$ cat src/rtl/dda_pkg.sv
// Shared widths, codes and types for the DDA line rasterizer.
`default_nettype none

package dda_pkg;

    localparam int COORD_W = 20;   // signed Q12.8 input coordinate
    localparam int FRAC_IN = 8;    // fraction bits of an input coordinate
    localparam int MAG_W   = 20;   // magnitude of a coordinate delta
    localparam int POS_W   = 29;   // signed Q13.16 position
    localparam int FRAC_W  = 16;   // fraction bits of position and increment
    localparam int STEP_W  = 18;   // signed Q1.16 increment
    localparam int QUOT_W  = 17;   // unsigned increment magnitude, at most 1.0
    localparam int PIX_W   = 13;   // signed pixel coordinate
    localparam int COLOR_W = 32;
    localparam int CFG_W   = 6;    // width of a half-size register

    localparam int S_DATA_W = 112; // four coordinates and the color, padded to bytes
    localparam int M_DATA_W = 64;  // two pixel coordinates and the color, padded

    typedef enum logic [0:0] {
        CFG_HALF_WIDTH  = 1'b0,
        CFG_HALF_HEIGHT = 1'b1
    } cfg_index_t;

    typedef enum logic [2:0] {
        ST_IDLE,
        ST_DELTA,
        ST_RANGE,
        ST_DIV_X,
        ST_DIV_Y,
        ST_EMIT
    } dda_state_t;

    // Request to the shared divider: quotient = floor(num * 2^16 / den), num <= den.
    typedef struct packed {
        logic             start;
        logic [MAG_W-1:0] num;
        logic [MAG_W-1:0] den;
    } dda_div_req_t;

    typedef struct packed {
        logic              done;
        logic [QUOT_W-1:0] quot;
    } dda_div_rsp_t;

endpackage

`default_nettype wire

$ cat src/rtl/dda_line_rasterizer.sv
// Top level of the DDA line rasterizer: sequencer, position stepper and output register.
// Flow: the input beat is followed by the delta and range steps, two divider passes
//   (x, then y) and the output load. The block takes no new segment until the last pixel
//   is loaded; pixels leave at one per cycle while the consumer does not stall.
// Reset: aresetn is synchronous and active low; it empties the sequencer and the
//   output register and sets both half-size registers to 32.
`default_nettype none

module dda_line_rasterizer
    import dda_pkg::*;
#(
    parameter int MAX_HALF = 32
) (
    input  wire logic                aclk,
    input  wire logic                aresetn,

    // Configuration write port.
    input  wire logic                cfg_wr_en,
    input  wire logic [0:0]          cfg_addr,
    input  wire logic [CFG_W-1:0]    cfg_wdata,

    // Segment input. tdata from bit 0 up: start_x[19:0], start_y[39:20],
    // end_x[59:40], end_y[79:60], color[111:80].
    input  wire logic                s_tvalid,
    output logic                     s_tready,
    input  wire logic [S_DATA_W-1:0] s_tdata,

    // Pixel output. tdata from bit 0 up: pixel_x[12:0], pixel_y[25:13],
    // pixel_color[57:26], zero padding[63:58]. tlast marks the segment's last pixel.
    output logic                     m_tvalid,
    input  wire logic                m_tready,
    output logic [M_DATA_W-1:0]      m_tdata,
    output logic                     m_tlast
);

    // Width of an effective half size and of the step counter.
    localparam int HW = $clog2(MAX_HALF + 1);
    localparam logic [CFG_W-1:0] MAX_HALF_C = CFG_W'(MAX_HALF);

    // Clamp a register value to the range 1 .. MAX_HALF.
    function automatic logic [HW-1:0] eff_half(input logic [CFG_W-1:0] h);
        if (h == '0) begin
            return HW'(1);
        end else if (h > MAX_HALF_C) begin
            return HW'(MAX_HALF);
        end else begin
            return h[HW-1:0];
        end
    endfunction

    // Truncate a Q13.16 position toward zero: a negative value with a nonzero
    // fraction rounds up by one from the arithmetic shift.
    function automatic logic [PIX_W-1:0] trunc_pixel(input logic [POS_W-1:0] p);
        logic bump;
        bump = p[POS_W-1] && (p[FRAC_W-1:0] != '0);
        return p[POS_W-1:FRAC_W] + {{(PIX_W-1){1'b0}}, bump};
    endfunction

    // Configuration registers.
    logic [CFG_W-1:0]   half_width_reg;
    logic [CFG_W-1:0]   half_height_reg;

    // Sequencer and segment state.
    dda_state_t         state_reg, state_next;
    logic [COORD_W-1:0] sx_reg, sy_reg, ex_reg, ey_reg;
    logic [COLOR_W-1:0] held_color_reg;
    logic [MAG_W-1:0]   ax_reg, ay_reg, dmax_reg;
    logic               neg_x_reg, neg_y_reg;
    logic [POS_W-1:0]   pos_x_reg, pos_y_reg;
    logic [STEP_W-1:0]  step_x_reg, step_y_reg;
    logic [HW-1:0]      steps_left_reg;

    // Output register.
    logic               m_valid_reg;
    logic [PIX_W-1:0]   out_x_reg, out_y_reg;
    logic [COLOR_W-1:0] out_color_reg;
    logic               out_last_reg;

    dda_div_req_t       div_req;
    dda_div_rsp_t       div_rsp;

    logic               in_beat;
    logic               load_pixel;
    logic [MAG_W:0]     dx_w, dy_w;
    logic [MAG_W:0]     ax_w, ay_w;
    logic               x_major;
    logic [MAG_W-1:0]   dmax_w;
    logic [MAG_W-1:0]   a_sel;
    logic [HW-1:0]      h_sel;
    logic [MAG_W-1:0]   h_q8;
    logic [HW-1:0]      steps_init;
    logic [STEP_W-1:0]  quot_signed_x, quot_signed_y;

    assign in_beat    = s_tvalid && s_tready;
    assign s_tready   = (state_reg == ST_IDLE);
    // While the sequencer emits, a pixel moves into the output register whenever
    // that register is free or is being emptied in this cycle.
    assign load_pixel = (state_reg == ST_EMIT) && (!m_valid_reg || m_tready);

    // Deltas in 21-bit two's complement; their magnitudes always fit 20 bits.
    always_comb begin
        dx_w = {ex_reg[COORD_W-1], ex_reg} - {sx_reg[COORD_W-1], sx_reg};
        dy_w = {ey_reg[COORD_W-1], ey_reg} - {sy_reg[COORD_W-1], sy_reg};
        ax_w = dx_w[MAG_W] ? (~dx_w + 1'b1) : dx_w;
        ay_w = dy_w[MAG_W] ? (~dy_w + 1'b1) : dy_w;
    end

    // Axis choice: x rule only when |dx| is strictly larger, so ties go to y.
    always_comb begin
        x_major    = ax_reg > ay_reg;
        dmax_w     = x_major ? ax_reg : ay_reg;
        a_sel      = dmax_w;
        h_sel      = x_major ? eff_half(half_width_reg) : eff_half(half_height_reg);
        h_q8       = {{(MAG_W-HW-FRAC_IN){1'b0}}, h_sel, {FRAC_IN{1'b0}}};
        steps_init = (a_sel > h_q8) ? (h_sel - HW'(1)) : a_sel[HW+FRAC_IN-1:FRAC_IN];
    end

    // Signed increments from the divider's magnitude; a zero-length segment
    // gets no movement at all.
    always_comb begin
        quot_signed_x = neg_x_reg ? (~{1'b0, div_rsp.quot} + 1'b1) : {1'b0, div_rsp.quot};
        quot_signed_y = neg_y_reg ? (~{1'b0, div_rsp.quot} + 1'b1) : {1'b0, div_rsp.quot};
        if (dmax_reg == '0) begin
            quot_signed_x = '0;
            quot_signed_y = '0;
        end
    end

    // Divider requests: x starts as the range is settled, y as x finishes.
    always_comb begin
        div_req.start = 1'b0;
        div_req.num   = ax_reg;
        div_req.den   = dmax_w;
        if (state_reg == ST_RANGE) begin
            div_req.start = 1'b1;
        end else if ((state_reg == ST_DIV_X) && div_rsp.done) begin
            div_req.start = 1'b1;
            div_req.num   = ay_reg;
            div_req.den   = dmax_reg;
        end
    end

    dda_div u_div (
        .aclk    (aclk),
        .aresetn (aresetn),
        .req     (div_req),
        .rsp     (div_rsp)
    );

    // Sequencer next state.
    always_comb begin
        state_next = state_reg;
        unique case (state_reg)
            ST_IDLE: begin
                if (in_beat) begin
                    state_next = ST_DELTA;
                end
            end
            ST_DELTA: begin
                state_next = ST_RANGE;
            end
            ST_RANGE: begin
                state_next = ST_DIV_X;
            end
            ST_DIV_X: begin
                if (div_rsp.done) begin
                    state_next = ST_DIV_Y;
                end
            end
            ST_DIV_Y: begin
                if (div_rsp.done) begin
                    state_next = ST_EMIT;
                end
            end
            ST_EMIT: begin
                if (load_pixel && (steps_left_reg == '0)) begin
                    state_next = ST_IDLE;
                end
            end
            default: begin
                state_next = ST_IDLE;
            end
        endcase
    end

    always_ff @(posedge aclk) begin
        if (!aresetn) begin
            state_reg <= ST_IDLE;
        end else begin
            state_reg <= state_next;
        end
    end

    // Configuration writes.
    always_ff @(posedge aclk) begin
        if (!aresetn) begin
            half_width_reg  <= CFG_W'(32);
            half_height_reg <= CFG_W'(32);
        end else if (cfg_wr_en) begin
            unique case (cfg_index_t'(cfg_addr))
                CFG_HALF_WIDTH:  half_width_reg  <= cfg_wdata;
                CFG_HALF_HEIGHT: half_height_reg <= cfg_wdata;
                default: ;
            endcase
        end
    end

    // Segment datapath. The position starts at the start point scaled to Q13.16
    // and moves by one increment after each pixel that is not the last.
    always_ff @(posedge aclk) begin
        if (in_beat) begin
            sx_reg         <= s_tdata[COORD_W-1:0];
            sy_reg         <= s_tdata[2*COORD_W-1:COORD_W];
            ex_reg         <= s_tdata[3*COORD_W-1:2*COORD_W];
            ey_reg         <= s_tdata[4*COORD_W-1:3*COORD_W];
            held_color_reg <= s_tdata[4*COORD_W+COLOR_W-1:4*COORD_W];
        end
        if (state_reg == ST_DELTA) begin
            ax_reg    <= ax_w[MAG_W-1:0];
            ay_reg    <= ay_w[MAG_W-1:0];
            neg_x_reg <= dx_w[MAG_W];
            neg_y_reg <= dy_w[MAG_W];
            pos_x_reg <= {sx_reg[COORD_W-1], sx_reg, {FRAC_IN{1'b0}}};
            pos_y_reg <= {sy_reg[COORD_W-1], sy_reg, {FRAC_IN{1'b0}}};
        end
        if (state_reg == ST_RANGE) begin
            dmax_reg       <= dmax_w;
            steps_left_reg <= steps_init;
        end
        if ((state_reg == ST_DIV_X) && div_rsp.done) begin
            step_x_reg <= quot_signed_x;
        end
        if ((state_reg == ST_DIV_Y) && div_rsp.done) begin
            step_y_reg <= quot_signed_y;
        end
        if (load_pixel && (steps_left_reg != '0)) begin
            steps_left_reg <= steps_left_reg - HW'(1);
            pos_x_reg <= pos_x_reg + {{(POS_W-STEP_W){step_x_reg[STEP_W-1]}}, step_x_reg};
            pos_y_reg <= pos_y_reg + {{(POS_W-STEP_W){step_y_reg[STEP_W-1]}}, step_y_reg};
        end
    end

    // Output register: holds a pixel beat until the consumer takes it.
    always_ff @(posedge aclk) begin
        if (!aresetn) begin
            m_valid_reg <= 1'b0;
        end else if (load_pixel) begin
            m_valid_reg <= 1'b1;
        end else if (m_tready) begin
            m_valid_reg <= 1'b0;
        end
    end

    always_ff @(posedge aclk) begin
        if (load_pixel) begin
            out_x_reg     <= trunc_pixel(pos_x_reg);
            out_y_reg     <= trunc_pixel(pos_y_reg);
            out_color_reg <= held_color_reg;
            out_last_reg  <= (steps_left_reg == '0);
        end
    end

    assign m_tvalid = m_valid_reg;
    assign m_tlast  = out_last_reg;
    assign m_tdata  = {{(M_DATA_W-2*PIX_W-COLOR_W){1'b0}}, out_color_reg, out_y_reg, out_x_reg};

    // The divider reports a finished quotient only while the sequencer waits for it.
    a_div_done_in_div: assert property (@(posedge aclk) disable iff (!aresetn)
        div_rsp.done |-> ((state_reg == ST_DIV_X) || (state_reg == ST_DIV_Y)))
        else $error("divider finished outside a divide state");

    // A new pixel beat appears only as the sequencer emits.
    a_valid_from_emit: assert property (@(posedge aclk) disable iff (!aresetn)
        $rose(m_valid_reg) |-> ($past(state_reg) == ST_EMIT))
        else $error("pixel beat raised outside the emit state");

    // Loading the final pixel returns the sequencer to idle with tlast set.
    a_last_ends_run: assert property (@(posedge aclk) disable iff (!aresetn)
        (load_pixel && (steps_left_reg == '0)) |=> ((state_reg == ST_IDLE) && out_last_reg))
        else $error("final pixel did not close the segment");

    // An accepted segment always starts with the delta cycle.
    a_accept_to_delta: assert property (@(posedge aclk) disable iff (!aresetn)
        in_beat |=> (state_reg == ST_DELTA))
        else $error("accepted segment did not enter the delta state");

endmodule

`default_nettype wire

$ cat src/rtl/dda_div.sv
// Restoring fractional divider, one quotient bit per cycle, shared by both axes.
`default_nettype none

module dda_div
    import dda_pkg::*;
(
    input  wire logic         aclk,
    input  wire logic         aresetn,
    input  wire dda_div_req_t req,
    output dda_div_rsp_t      rsp
);

    localparam int CNT_W = $clog2(QUOT_W);
    localparam logic [CNT_W-1:0] CNT_LAST = CNT_W'(QUOT_W - 1);

    logic                busy_reg;
    logic                done_reg;
    logic [CNT_W-1:0]    cnt_reg;
    logic [MAG_W:0]      rem_reg;
    logic [MAG_W-1:0]    den_reg;
    logic [QUOT_W-1:0]   quot_reg;

    logic [MAG_W:0]      trial;
    logic                fits;
    logic [MAG_W:0]      rem_next;

    // The first step decides the integer bit (num >= den); every later step
    // doubles the remainder before the compare.
    always_comb begin
        trial    = (cnt_reg == '0) ? rem_reg : {rem_reg[MAG_W-1:0], 1'b0};
        fits     = trial >= {1'b0, den_reg};
        rem_next = fits ? (trial - {1'b0, den_reg}) : trial;
    end

    always_ff @(posedge aclk) begin
        if (!aresetn) begin
            busy_reg <= 1'b0;
            done_reg <= 1'b0;
            cnt_reg  <= '0;
        end else begin
            done_reg <= 1'b0;
            if (req.start) begin
                busy_reg <= 1'b1;
                cnt_reg  <= '0;
            end else if (busy_reg) begin
                cnt_reg <= cnt_reg + CNT_W'(1);
                if (cnt_reg == CNT_LAST) begin
                    busy_reg <= 1'b0;
                    done_reg <= 1'b1;
                end
            end
        end
    end

    always_ff @(posedge aclk) begin
        if (req.start) begin
            rem_reg  <= {1'b0, req.num};
            den_reg  <= req.den;
            quot_reg <= '0;
        end else if (busy_reg) begin
            rem_reg  <= rem_next;
            quot_reg <= {quot_reg[QUOT_W-2:0], fits};
        end
    end

    assign rsp.done = done_reg;
    assign rsp.quot = quot_reg;

endmodule

`default_nettype wire

$ cat config.mk
export PLATFORM = sky130hd
export DESIGN_NAME = dda_line_rasterizer
export DESIGN_NICKNAME = d
export VERILOG_FILES = /design/src/rtl/dda_pkg.sv /design/src/rtl/dda_line_rasterizer.sv /design/src/rtl/dda_div.sv
export SDC_FILE = /design/constraint.sdc
export NUM_CORES = 1
export LEC_CHECK = 0
export BUFFER_PORTS_ARGS = -buffer_cell sky130_fd_sc_hd__buf_2
export CELL_PAD_IN_SITES_DETAIL_PLACEMENT = 1
export CELL_PAD_IN_SITES_GLOBAL_PLACEMENT = 1
export CORE_MARGIN = 8
export CORE_UTILIZATION = 45
export CTS_BUF_LIST = sky130_fd_sc_hd__clkbuf_2 sky130_fd_sc_hd__clkbuf_4 sky130_fd_sc_hd__clkbuf_8
export DETAILED_ROUTE_END_ITERATION = 10
export PLACE_DENSITY = 0.86
export SKIP_LAST_GASP = 1
export SYNTH_ARGS = -nofsm -noshare
export SYNTH_HDL_FRONTEND = slang
export SYNTH_SLANG_ARGS = --single-unit
$ cat constraint.sdc
create_clock -name aclk -period 7.1 [get_ports aclk]
set_input_delay 1.42 -clock aclk [delete_from_list [all_inputs] [get_ports aclk]]
set_output_delay 1.42 -clock aclk [all_outputs]
set_load 0.03 [all_outputs]
; ---- After elaboration in Yosys (flattened, before gate mapping)
; Cells that the tools add are included.
[classes]
addsub = 13
order_cmp = 5
bitwise = 8
muxes = 35
reduce_logical = 30
n_eq_ne = 10
[op_table]
columns = op, count
row1 = two-way mux 29 bit, 4
row2 = two-way mux 20 bit, 5
row3 = adder 29 bit, 2
row4 = two-way mux 6 bit, 8
row5 = two-way mux 21 bit, 2
row6 = subtractor 20 x 20 -> 21 bit, 2
row7 = two-way mux 41 bit, 1
row8 = "adder 20 x 1 -> 20 bit, second input constant", 2
row9 = two-way mux 40 bit, 1
row10 = inverter 20 bit, 2
row11 = two-way mux 17 bit, 2
row12 = nonzero test 16 bit, 2
row13 = adder 13 x 1 -> 13 bit, 2
row14 = greater-or-equal comparator 21 x 20 -> 1 bit, 1
row15 = subtractor 21 x 20 -> 21 bit, 1
row16 = greater-than comparator 20 x 14 -> 1 bit, 1
row17 = greater-than comparator 20 bit, 1
row18 = zero test 20 bit, 1
row19 = "adder 18 x 1 -> 18 bit, second input constant", 1
row20 = zero test 6 bit, 3
row21 = inverter 17 -> 18 bit, 1
row22 = case mux 3 bit (6 select lines), 1
row23 = "greater-than comparator 6 bit, second input constant", 2
row24 = two-way mux 3 bit, 4
row25 = other kinds (20), 49
[totals]
reg_bits = 414
input_bits = 124

; ---- Logic depth before layout (Yosys ltp)
; Gate-level depths: netlist (run 1).
[depth]
ltp_word = 8
depth_mapped = 27
mapped_depth_nobuf = 23

; ---- Cells and area by module
; From an unflattened synthesis (run 1), not the netlist that was laid out.
[hier_totals]
hier_cells = 2199
area_unflattened_um2 = 23676.5
[modules_own_cells]
columns = module, n_inst, cells_each, seq_area_each_um2, area_per_inst_um2
row1 = dda_line_rasterizer, 1, 1781, 10319.9, 19548.7
row2 = dda_div, 1, 418, 1701.6, 4127.7

; ---- Worst setup path after synthesis (run 1)
; OpenSTA, ideal clock, no wires.
[synth_path]
kind = input to register
start = in m_tready
end = reg pos_x_reg[0] (enable)
t_required_ns = 6.546
n_path_buf = 2
t_arrival_ns = 6.893
stages = 6
setup_slack_ns = -0.347
setup_time_ns = 0.554
cell_sequence = nand2b_1 -> nor2b_1 -> nand2b_1 -> clkbuf_1 -> clkbuf_1 -> o21ai_0
[synth_between]
elab_chain_cells = 4
[synth_lines]
columns = element, line_no
row1 = start: declaration, dda_line_rasterizer.sv:31  ; input wire logic m_tready,
row2 = logical OR 1 bit, dda_line_rasterizer.sv:98  ; assign load_pixel = (state_reg == ST_EMIT) && (!m_valid_reg || m_tready);
row3 = logical AND 1 bit, dda_line_rasterizer.sv:98
row4 = named net load_pixel, dda_line_rasterizer.sv:83  ; logic load_pixel;
row5 = logical AND 1 bit, dda_line_rasterizer.sv:236  ; if (load_pixel && (steps_left_reg != '0)) begin
row6 = nonzero test 2 bit (no line), n/a
row7 = end signal: assignment, dda_line_rasterizer.sv:223  ; pos_x_reg <= {sx_reg[COORD_W-1], sx_reg, {FRAC_IN{1'b0}}};
row8 = end signal: assignment, dda_line_rasterizer.sv:238  ; pos_x_reg <= pos_x_reg + {{(POS_W-STEP_W){step_x_reg[STEP_W-1]}}, step_x_reg};
row9 = end: declaration, dda_line_rasterizer.sv:69  ; logic [POS_W-1:0] pos_x_reg, pos_y_reg;
; The timed path passes the listed nets, and every way through them passes these cells.
; A chain may end at the register's enable or synchronous reset.

; ---- Worst setup path after layout (run 1)
[layout_path]
start = reg ax_reg[7]
end = reg steps_left_reg[1], data pin
[layout_between]
elab_chain_cells = 6
elab_cells_between_ends = 8
[layout_lines]
columns = element, line_no
row1 = start: declaration, dda_line_rasterizer.sv:67  ; logic [MAG_W-1:0] ax_reg, ay_reg, dmax_reg;
row2 = start signal: assignment, dda_line_rasterizer.sv:219  ; ax_reg <= ax_w[MAG_W-1:0];
row3 = greater-than comparator 20 bit (*), dda_line_rasterizer.sv:110  ; x_major = ax_reg > ay_reg;
row4 = two-way mux 20 bit (*), dda_line_rasterizer.sv:111  ; dmax_w = x_major ? ax_reg : ay_reg;
row5 = named net a_sel[9], dda_line_rasterizer.sv:88  ; logic [MAG_W-1:0] a_sel;
row6 = greater-than comparator 20 x 14 -> 1 bit, dda_line_rasterizer.sv:115  ; steps_init = (a_sel > h_q8) ? (h_sel - HW'(1)) : a_sel[HW+FRAC_IN-1:FRAC_IN];
row7 = two-way mux 6 bit (*), dda_line_rasterizer.sv:115
row8 = two-way mux 6 bit (*), dda_line_rasterizer.sv:226  ; if (state_reg == ST_RANGE) begin
row9 = two-way mux 6 bit (*), dda_line_rasterizer.sv:236
row10 = end signal: assignment, dda_line_rasterizer.sv:228  ; steps_left_reg <= steps_init;
row11 = end signal: assignment, dda_line_rasterizer.sv:237  ; steps_left_reg <= steps_left_reg - HW'(1);
row12 = end: declaration, dda_line_rasterizer.sv:71  ; logic [HW-1:0] steps_left_reg;
; The timed path passes the listed nets; every way through them passes the cells marked *. The select of a mux whose other input is x is not followed.

==> results of run 1 <==
[cells in the mapped netlist (5+ instances only)]
library cell	n	area, sq um
edfxtp_1	373	11200
nor2_1	210	788
nand2_1	182	683
ha_1	154	1930
inv_1	140	526
o21ai_0	136	681
a21oi_1	111	556
xnor2_1	101	885
xor2_1	85	744
clkbuf_1	62	233
nand3_1	53	265
a21o_1	46	345
dfxtp_1	41	821
mux2i_1	39	390
nor3_1	38	190
nor2b_1	34	213
nor4_1	28	175
nand2b_1	25	156
o21a_1	25	188
a22oi_1	24	180
and3_1	20	125
mux2_2	20	225
or3_1	20	125
nand4_1	16	100
o21bai_1	14	105
a211oi_1	13	97.6
a31oi_1	13	81.3
and2_1	12	75.1
a21boi_0	11	82.6
o31ai_1	10	75.1
o211ai_1	9	67.6
a31o_2	7	61.3
buf_4	6	45.0
nand3b_1	6	45.0
o31a_1	6	52.6
a211o_1	5	43.8
and4_1	5	43.8
fa_1	5	100
o22ai_1	5	31.3
o41ai_1	5	43.8
or2_2	5	31.3
or4_1	5	37.5
[metal layers]
metal  routed length [um]  up-vias  global-route usage, %  share of wire [%]
met5                    0        -                      0                  0
met4                 2660        0                   10.1                3.8
met3                 4000      148                   4.41                5.8
met2                32800      552                   37.7                 47
met1                29800     9001                   28.6                 43
li1                     -     8328                      -                  -
[cells by family after synthesis]
group / count (synthesis) / synth area share [%]
fa+ha+maj: 159 / 8.69
compound gates: 475 / 13.0
simple gates: 669 / 13.5
buf+inv: 215 / 3.58
flops: 414 / 51.5
other cells: 1 / 0.0161
xor+xnor: 186 / 6.98
mux: 61 / 2.80
[report_power, final]
| group | switching [mW] | internal (mW) |
|---|---|---|
| Sequential | 0.167 | 3.03 |
| Clock | 1.10 | 1.37 |
| Combinational | 1.44 | 0.899 |
| Total | 2.70 | 5.30 |
[per-stage QoR]
| stage | util (%) | hold slack, ns |
|---|---|---|
| 2_1_floorplan | - | 0.400 |
| 3_3_place_gp | 48.7 | 0.400 |
| 3_5_place_dp | 48.7 | 0.405 |
| 4_1_cts | 51.8 | 0.417 |
| 5_1_grt | 51.8 | 0.427 |
| 6_report | 51.8 | 0.414 |
[layout make-up]
class                   count  area, sq um  area share, %
flip-flops and latches    414        12000           45.2
multi-input cells        1556        10500           39.7
clock buffers              89         1140           4.28
repair buffers            199         1030           3.89
well taps                 680          851           3.20
inverters                 141          529           1.99
clock inverters            43          450           1.70
[critical path, delay by kind of cell, from the launching register on]
family | cells | cell delay [ns]
buffers and inverters | 1 | 0.11
multiplexers | 2 | 0.51
adder cells (fa/ha/maj) | 2 | 0.66
AND/OR/NAND/NOR | 6 | 2.40
flip-flops | 1 | 0.44
AO/OA/AOI/OAI | 9 | 1.86
[worst min-delay path by stage]
stage / endpoint / startpoint / cells after the start
after floorplan: out_color_reg[0] / held_color_reg[0] / 0
after CTS: out_color_reg[26] / held_color_reg[26] / 0
after detailed placement: out_color_reg[5] / held_color_reg[5] / 0
after global routing: out_color_reg[20] / held_color_reg[20] / 0
final: out_color_reg[26] / held_color_reg[26] / 0
after global placement: out_color_reg[19] / held_color_reg[19] / 0
==> impl_metrics.tcl, run 1 <==
set metrics [dict create \
    crit_end "steps_left_reg[1]" \
    cts_resized 0 \
    dp_cells 2990 \
    ant_nets 0 \
    via_per_inst 5.77 \
    start_util_pct 45.5 \
    layout_commonest_cell "edfxtp_1" \
    num_rows 83 \
    drt_first_iter_violations 1237 \
    areaGrowthSynthToFinish_pct 13.9 \
    totalPowerFinal_mw 8.00 \
    final_cell_mix "373 x edfxtp_1, 207 x nor2_1, 184 x buf_2, 182 x nand2_1, 154 x ha_1" \
    drv_slew 0 \
    nFillCells 5702 \
    synth_async_sr_flop_share_pct 0 \
    cts_hold_buf 0 \
    path_class "register to register" \
    path_cells "ha_1 > and3_1 > a221o_1 > a221oi_2 > a211oi_1 > or4_1 > and2_1 > a21oi_1 > inv_1 > ha_1 > nor2b_1 > o21a_1 > o21a_1 > o21ai_0 > nand2b_1 > a21oi_1 > a211oi_1 > or4_1 > mux2_4 > mux2i_4" \
    placed_cell_area_sq_um 25000 \
    tritoncts "done" \
    grt_pass1_wl_mm 108 \
    wl_per_cell_um 22.2 \
    cap_violations 0 \
    ctsRootBufferMaster "clkbuf_8" \
    fin_skew_ns 0.0421 \
    power.density_nw_per_um2 301 \
    syn-mean-instance-area_sq_um 10.7 \
    netlist_instances 2180 \
    diodes 0 \
    preCtsSetupSlack_ns 1.03 \
    finalWirelength_mm 69.3 \
    io_pins 191 \
    clk_path_buf_depth 3 \
    worstSetupStartpointType "register" \
    post-route-period-util_pct 87.0 \
    grt_max_degree 79 \
    gp_congestion 0.919 \
    ys_seq_area_share_pct 51.5 \
    synth_edf_count 373 \
    path_clk_slew_ns 0.07 \
    core_area_sq_um 51300 \
    drtPass1Iterations 5 \
    holdCritPathClass "register to register" \
    cts_setup_buffers 0 \
    gr-usage-all-layers_pct 22.7 \
    final_cell_area_sq_um 26600 \
    overflow 0 \
    rr_startpoint "ax_reg[7]" \
    yosys.cell_types.count 75 \
    period_minus_slack_ns 6.18 \
    grt_pass1_vias 19400 \
    vias 18000 \
    cpMaxStageDelayCell "or4_1" \
    htree_levels 3 \
    setup_ws_ns 0.923 \
    required_ns 7.60 \
    r2r_end "steps_left_reg[1]" \
    leakagePower_nw 10.8 \
    startpoint "ax_reg[7]" \
    max_stage_delay_ns 0.72 \
    die_area_sq_um 59400 \
    synth_seq_cells 414 \
    r2r_slack_ns 0.92 \
    antenna_found_initial 2 \
    cts_buffers 74 \
    io_buffers 184 \
    setup_viol 0 \
    fin_setup_tns_ns 0 \
    die_w_um 244 \
    drcViolationCount 0 \
    ys_warn_count 0 \
    drive_gt1_share_pct 14.8 \
    hold_viol_final 0 \
    worst_pin_slew_ns 1.22 \
    clk_latency_ns 0.69 \
    synth_ff_type "edfxtp_1" \
    final_cells 3122 \
    worstRegToRegCells 20 \
    cp.arrival_ns 6.68 \
    rsz0062_at_grt "no" \
    dp_hpwl_mm 50.6 \
    final_nets 2669 \
    worst_slew_margin_rel_pct 18.4 \
    irDropWorstVdd_uv 227 \
    max_freq_mhz 162 \
    cts_num_sinks 414 \
    outcome "complete, no violations" \
    fp.dieH_um 244 \
    synth_area_sq_um 23300 \
    crit_path_end_kind "register" \
    cp_max_fo 27 \
]
No activity file was read; power rests on OpenSTA's default activity.
==> inputs of run 2 (changes only) <==
--- a/config.mk
+++ b/config.mk
@@ -6,13 +6,13 @@
 export NUM_CORES = 1
 export LEC_CHECK = 0
 export BUFFER_PORTS_ARGS = -buffer_cell sky130_fd_sc_hd__buf_2
+export CAP_MARGIN = 20
 export CELL_PAD_IN_SITES_DETAIL_PLACEMENT = 1
 export CELL_PAD_IN_SITES_GLOBAL_PLACEMENT = 1
 export CORE_MARGIN = 8
-export CORE_UTILIZATION = 45
-export CTS_BUF_LIST = sky130_fd_sc_hd__clkbuf_2 sky130_fd_sc_hd__clkbuf_4 sky130_fd_sc_hd__clkbuf_8
+export CORE_UTILIZATION = 44
 export DETAILED_ROUTE_END_ITERATION = 10
-export PLACE_DENSITY = 0.86
+export PLACE_DENSITY = 0.84
 export SKIP_LAST_GASP = 1
 export SYNTH_ARGS = -nofsm -noshare
 export SYNTH_HDL_FRONTEND = slang
==> impl_metrics.tcl, run 2 (synthesized netlist as in run 1, its figures left out) <==
set metrics [dict create \
    outcome "complete, no violations" \
    met3_length_mm 3.48 \
    cts_setup_buffers 0 \
    htree_levels 2 \
    post-route-period-util_pct 85.5 \
    whs_path_depth 0 \
    diodes 0 \
    r2r_slack_ns 1.03 \
    areaGrowthSynthToFinish_pct 13.9 \
    power_frac_comb_pct 29.0 \
    crit_path_end_kind "register" \
    antenna_found_initial 0 \
    finalWirelength_mm 69.0 \
    tritoncts "done" \
    max_freq_mhz 165 \
    io_pins 191 \
    hold_viol_final 0 \
    power.density_nw_per_um2 302 \
    drcViolationCount 0 \
    overflow 0 \
    gp_congestion 0.893 \
    cpMaxStageDelayCell "or4_1" \
    cap_violations 0 \
    cts_hold_buf 0 \
    start_util_pct 44.4 \
    holdCritPathClass "register to register" \
    core_area_sq_um 52600 \
    p_int_mw 5.37 \
    switchingPower_mw 2.64 \
    grt_pass1_wl_mm 108 \
    path_class "register to register" \
    period_minus_slack_ns 6.07 \
    wl_per_cell_um 22.4 \
    irDropWorstVdd_uv 235 \
    worst_slew_margin_rel_pct 32.6 \
    vias 17800 \
    via_per_inst 5.79 \
    worstSetupStartpointType "register" \
    cts_buffers 46 \
    max_stage_delay_ns 0.73 \
    cts_num_sinks 414 \
    grt_max_degree 61 \
    clk_path_buf_depth 3 \
    leakagePower_nw 10.7 \
    setup_viol 0 \
    ant_nets 0 \
    placed_cell_area_sq_um 25000 \
    met1_length_mm 29.3 \
    regArea_sq_um 12000 \
    worstRegToRegCells 18 \
    gr-usage-all-layers_pct 22.4 \
    fin_skew_ns 0.0225 \
    die_w_um 246 \
    drv_slew 0 \
    rsz0062_at_grt "no" \
    nFillCells 5740 \
    cts_resized 0 \
    drt_first_iter_violations 1150 \
    final_cell_area_sq_um 26600 \
    drive_gt1_share_pct 13.3 \
    clk_latency_ns 0.59 \
    required_ns 7.50 \
    wl_met2_mm 33.6 \
    swShare_pct 33.0 \
    dp_hpwl_mm 51.2 \
    worst_pin_slew_ns 1.01 \
    path_cells "ha_1 > and3_1 > a221o_1 > a221oi_2 > a211oi_1 > or4_1 > and2_1 > o21ai_0 > ha_1 > o21a_1 > o21a_1 > o21ai_0 > nand2b_1 > a21oi_1 > a211oi_1 > or4_1 > or3_1 > o211ai_1" \
    layout_commonest_cell "edfxtp_1" \
    totalPowerFinal_mw 8.01 \
    r2r_end "steps_left_reg[0]" \
    multiInputGateArea_sq_um 10500 \
    io_buffers 184 \
    fin_hold_ws_ns 0.415 \
    die_area_sq_um 60700 \
    min_from "held_color_reg[12]" \
    num_rows 84 \
    path_clk_slew_ns 0.06 \
    clkPwrFrac_pct 31.1 \
    final_cell_mix "373 x edfxtp_1, 207 x nor2_1, 184 x buf_2, 182 x nand2_1, 154 x ha_1" \
    final_nets 2640 \
    min_delay_worst_endpoint "out_color_reg[12]" \
    top_layer "met4" \
    ctsRootBufferMaster "clkbuf_16" \
    fin_setup_tns_ns 0 \
    rr_startpoint "ax_reg[7]" \
    grt_pass1_vias 19100 \
    cp_max_fo 16 \
    seq_power_share_pct 39.9 \
    drtPass1Iterations 5 \
    fp.dieH_um 246 \
    cp.arrival_ns 6.47 \
]
==> run 2: cell types whose count changed in the layout (fill, tap and decap cells not counted), sizes merged <==
cell    delta
clkbuf    -35
clkinv     -6
inv        -4
buf        -1
bufinv     -2
==> run 2: per-stage QoR <==
step	worst slack, ns	utilization, %	instances
3_5_place_dp	1.16	47.6	2997
3_3_place_gp	1.33	47.5	2996
2_1_floorplan	0.807	-	2185
6_report	1.03	50.6	3082
5_1_grt	0.758	50.6	3082
4_1_cts	1.10	50.6	3082
==> run 2: power by group through the flow <==
| stage | combinational [mW] | sequential (mW) | clock, mW |
|---|---|---|---|
| 2_1_floorplan | 1.67 | 3.16 | 0 |
| 6_report | 2.32 | 3.20 | 2.49 |
| 4_1_cts | 2.30 | 3.20 | 2.54 |
| 3_3_place_gp | 2.14 | 3.23 | 0 |
| 3_5_place_dp | 2.26 | 3.25 | 0 |
| 5_1_grt | 2.56 | 3.22 | 2.61 |
==> run 2: worst max-delay path by stage <==
stage | start | endpoint | slack [ns] | depth (start not counted)
after floorplan | m_tready | pos_x_reg[0] | 0.81 | 6
after global placement | ax_reg[7] | steps_left_reg[1] | 1.33 | 18
after detailed placement | ax_reg[7] | steps_left_reg[0] | 1.16 | 18
after CTS | ax_reg[7] | steps_left_reg[0] | 1.10 | 18
after global routing | ax_reg[6] | steps_left_reg[0] | 0.76 | 18
final | ax_reg[7] | steps_left_reg[0] | 1.03 | 18
==> run 2: layout make-up <==
cell class                      instances  share of cell area, %
Clock inverter                         31                   1.35
Timing Repair Buffer                  198                   3.91
Tap cell                              688                   3.24
Multi-Input combinational cell       1556                   39.7
Inverter                              141                   1.99
Sequential cell                       414                   45.3
Clock buffer                           54                   4.56
==> run 2: worst max-delay path, delay by kind of cell, from the launching register on <==
family          cells  cell delay, ns
simple gates        6            2.54
compound gates     10            2.17
fa+ha+maj           2            0.72
flops               1            0.46
==> run 2: metal layers <==
metal | up-vias | global-route usage [%]
met5 | - | 0
met2 | 538 | 38.3
li1 | 8245 | -
met4 | 0 | 8.62
met1 | 8914 | 28.6
met3 | 144 | 3.05
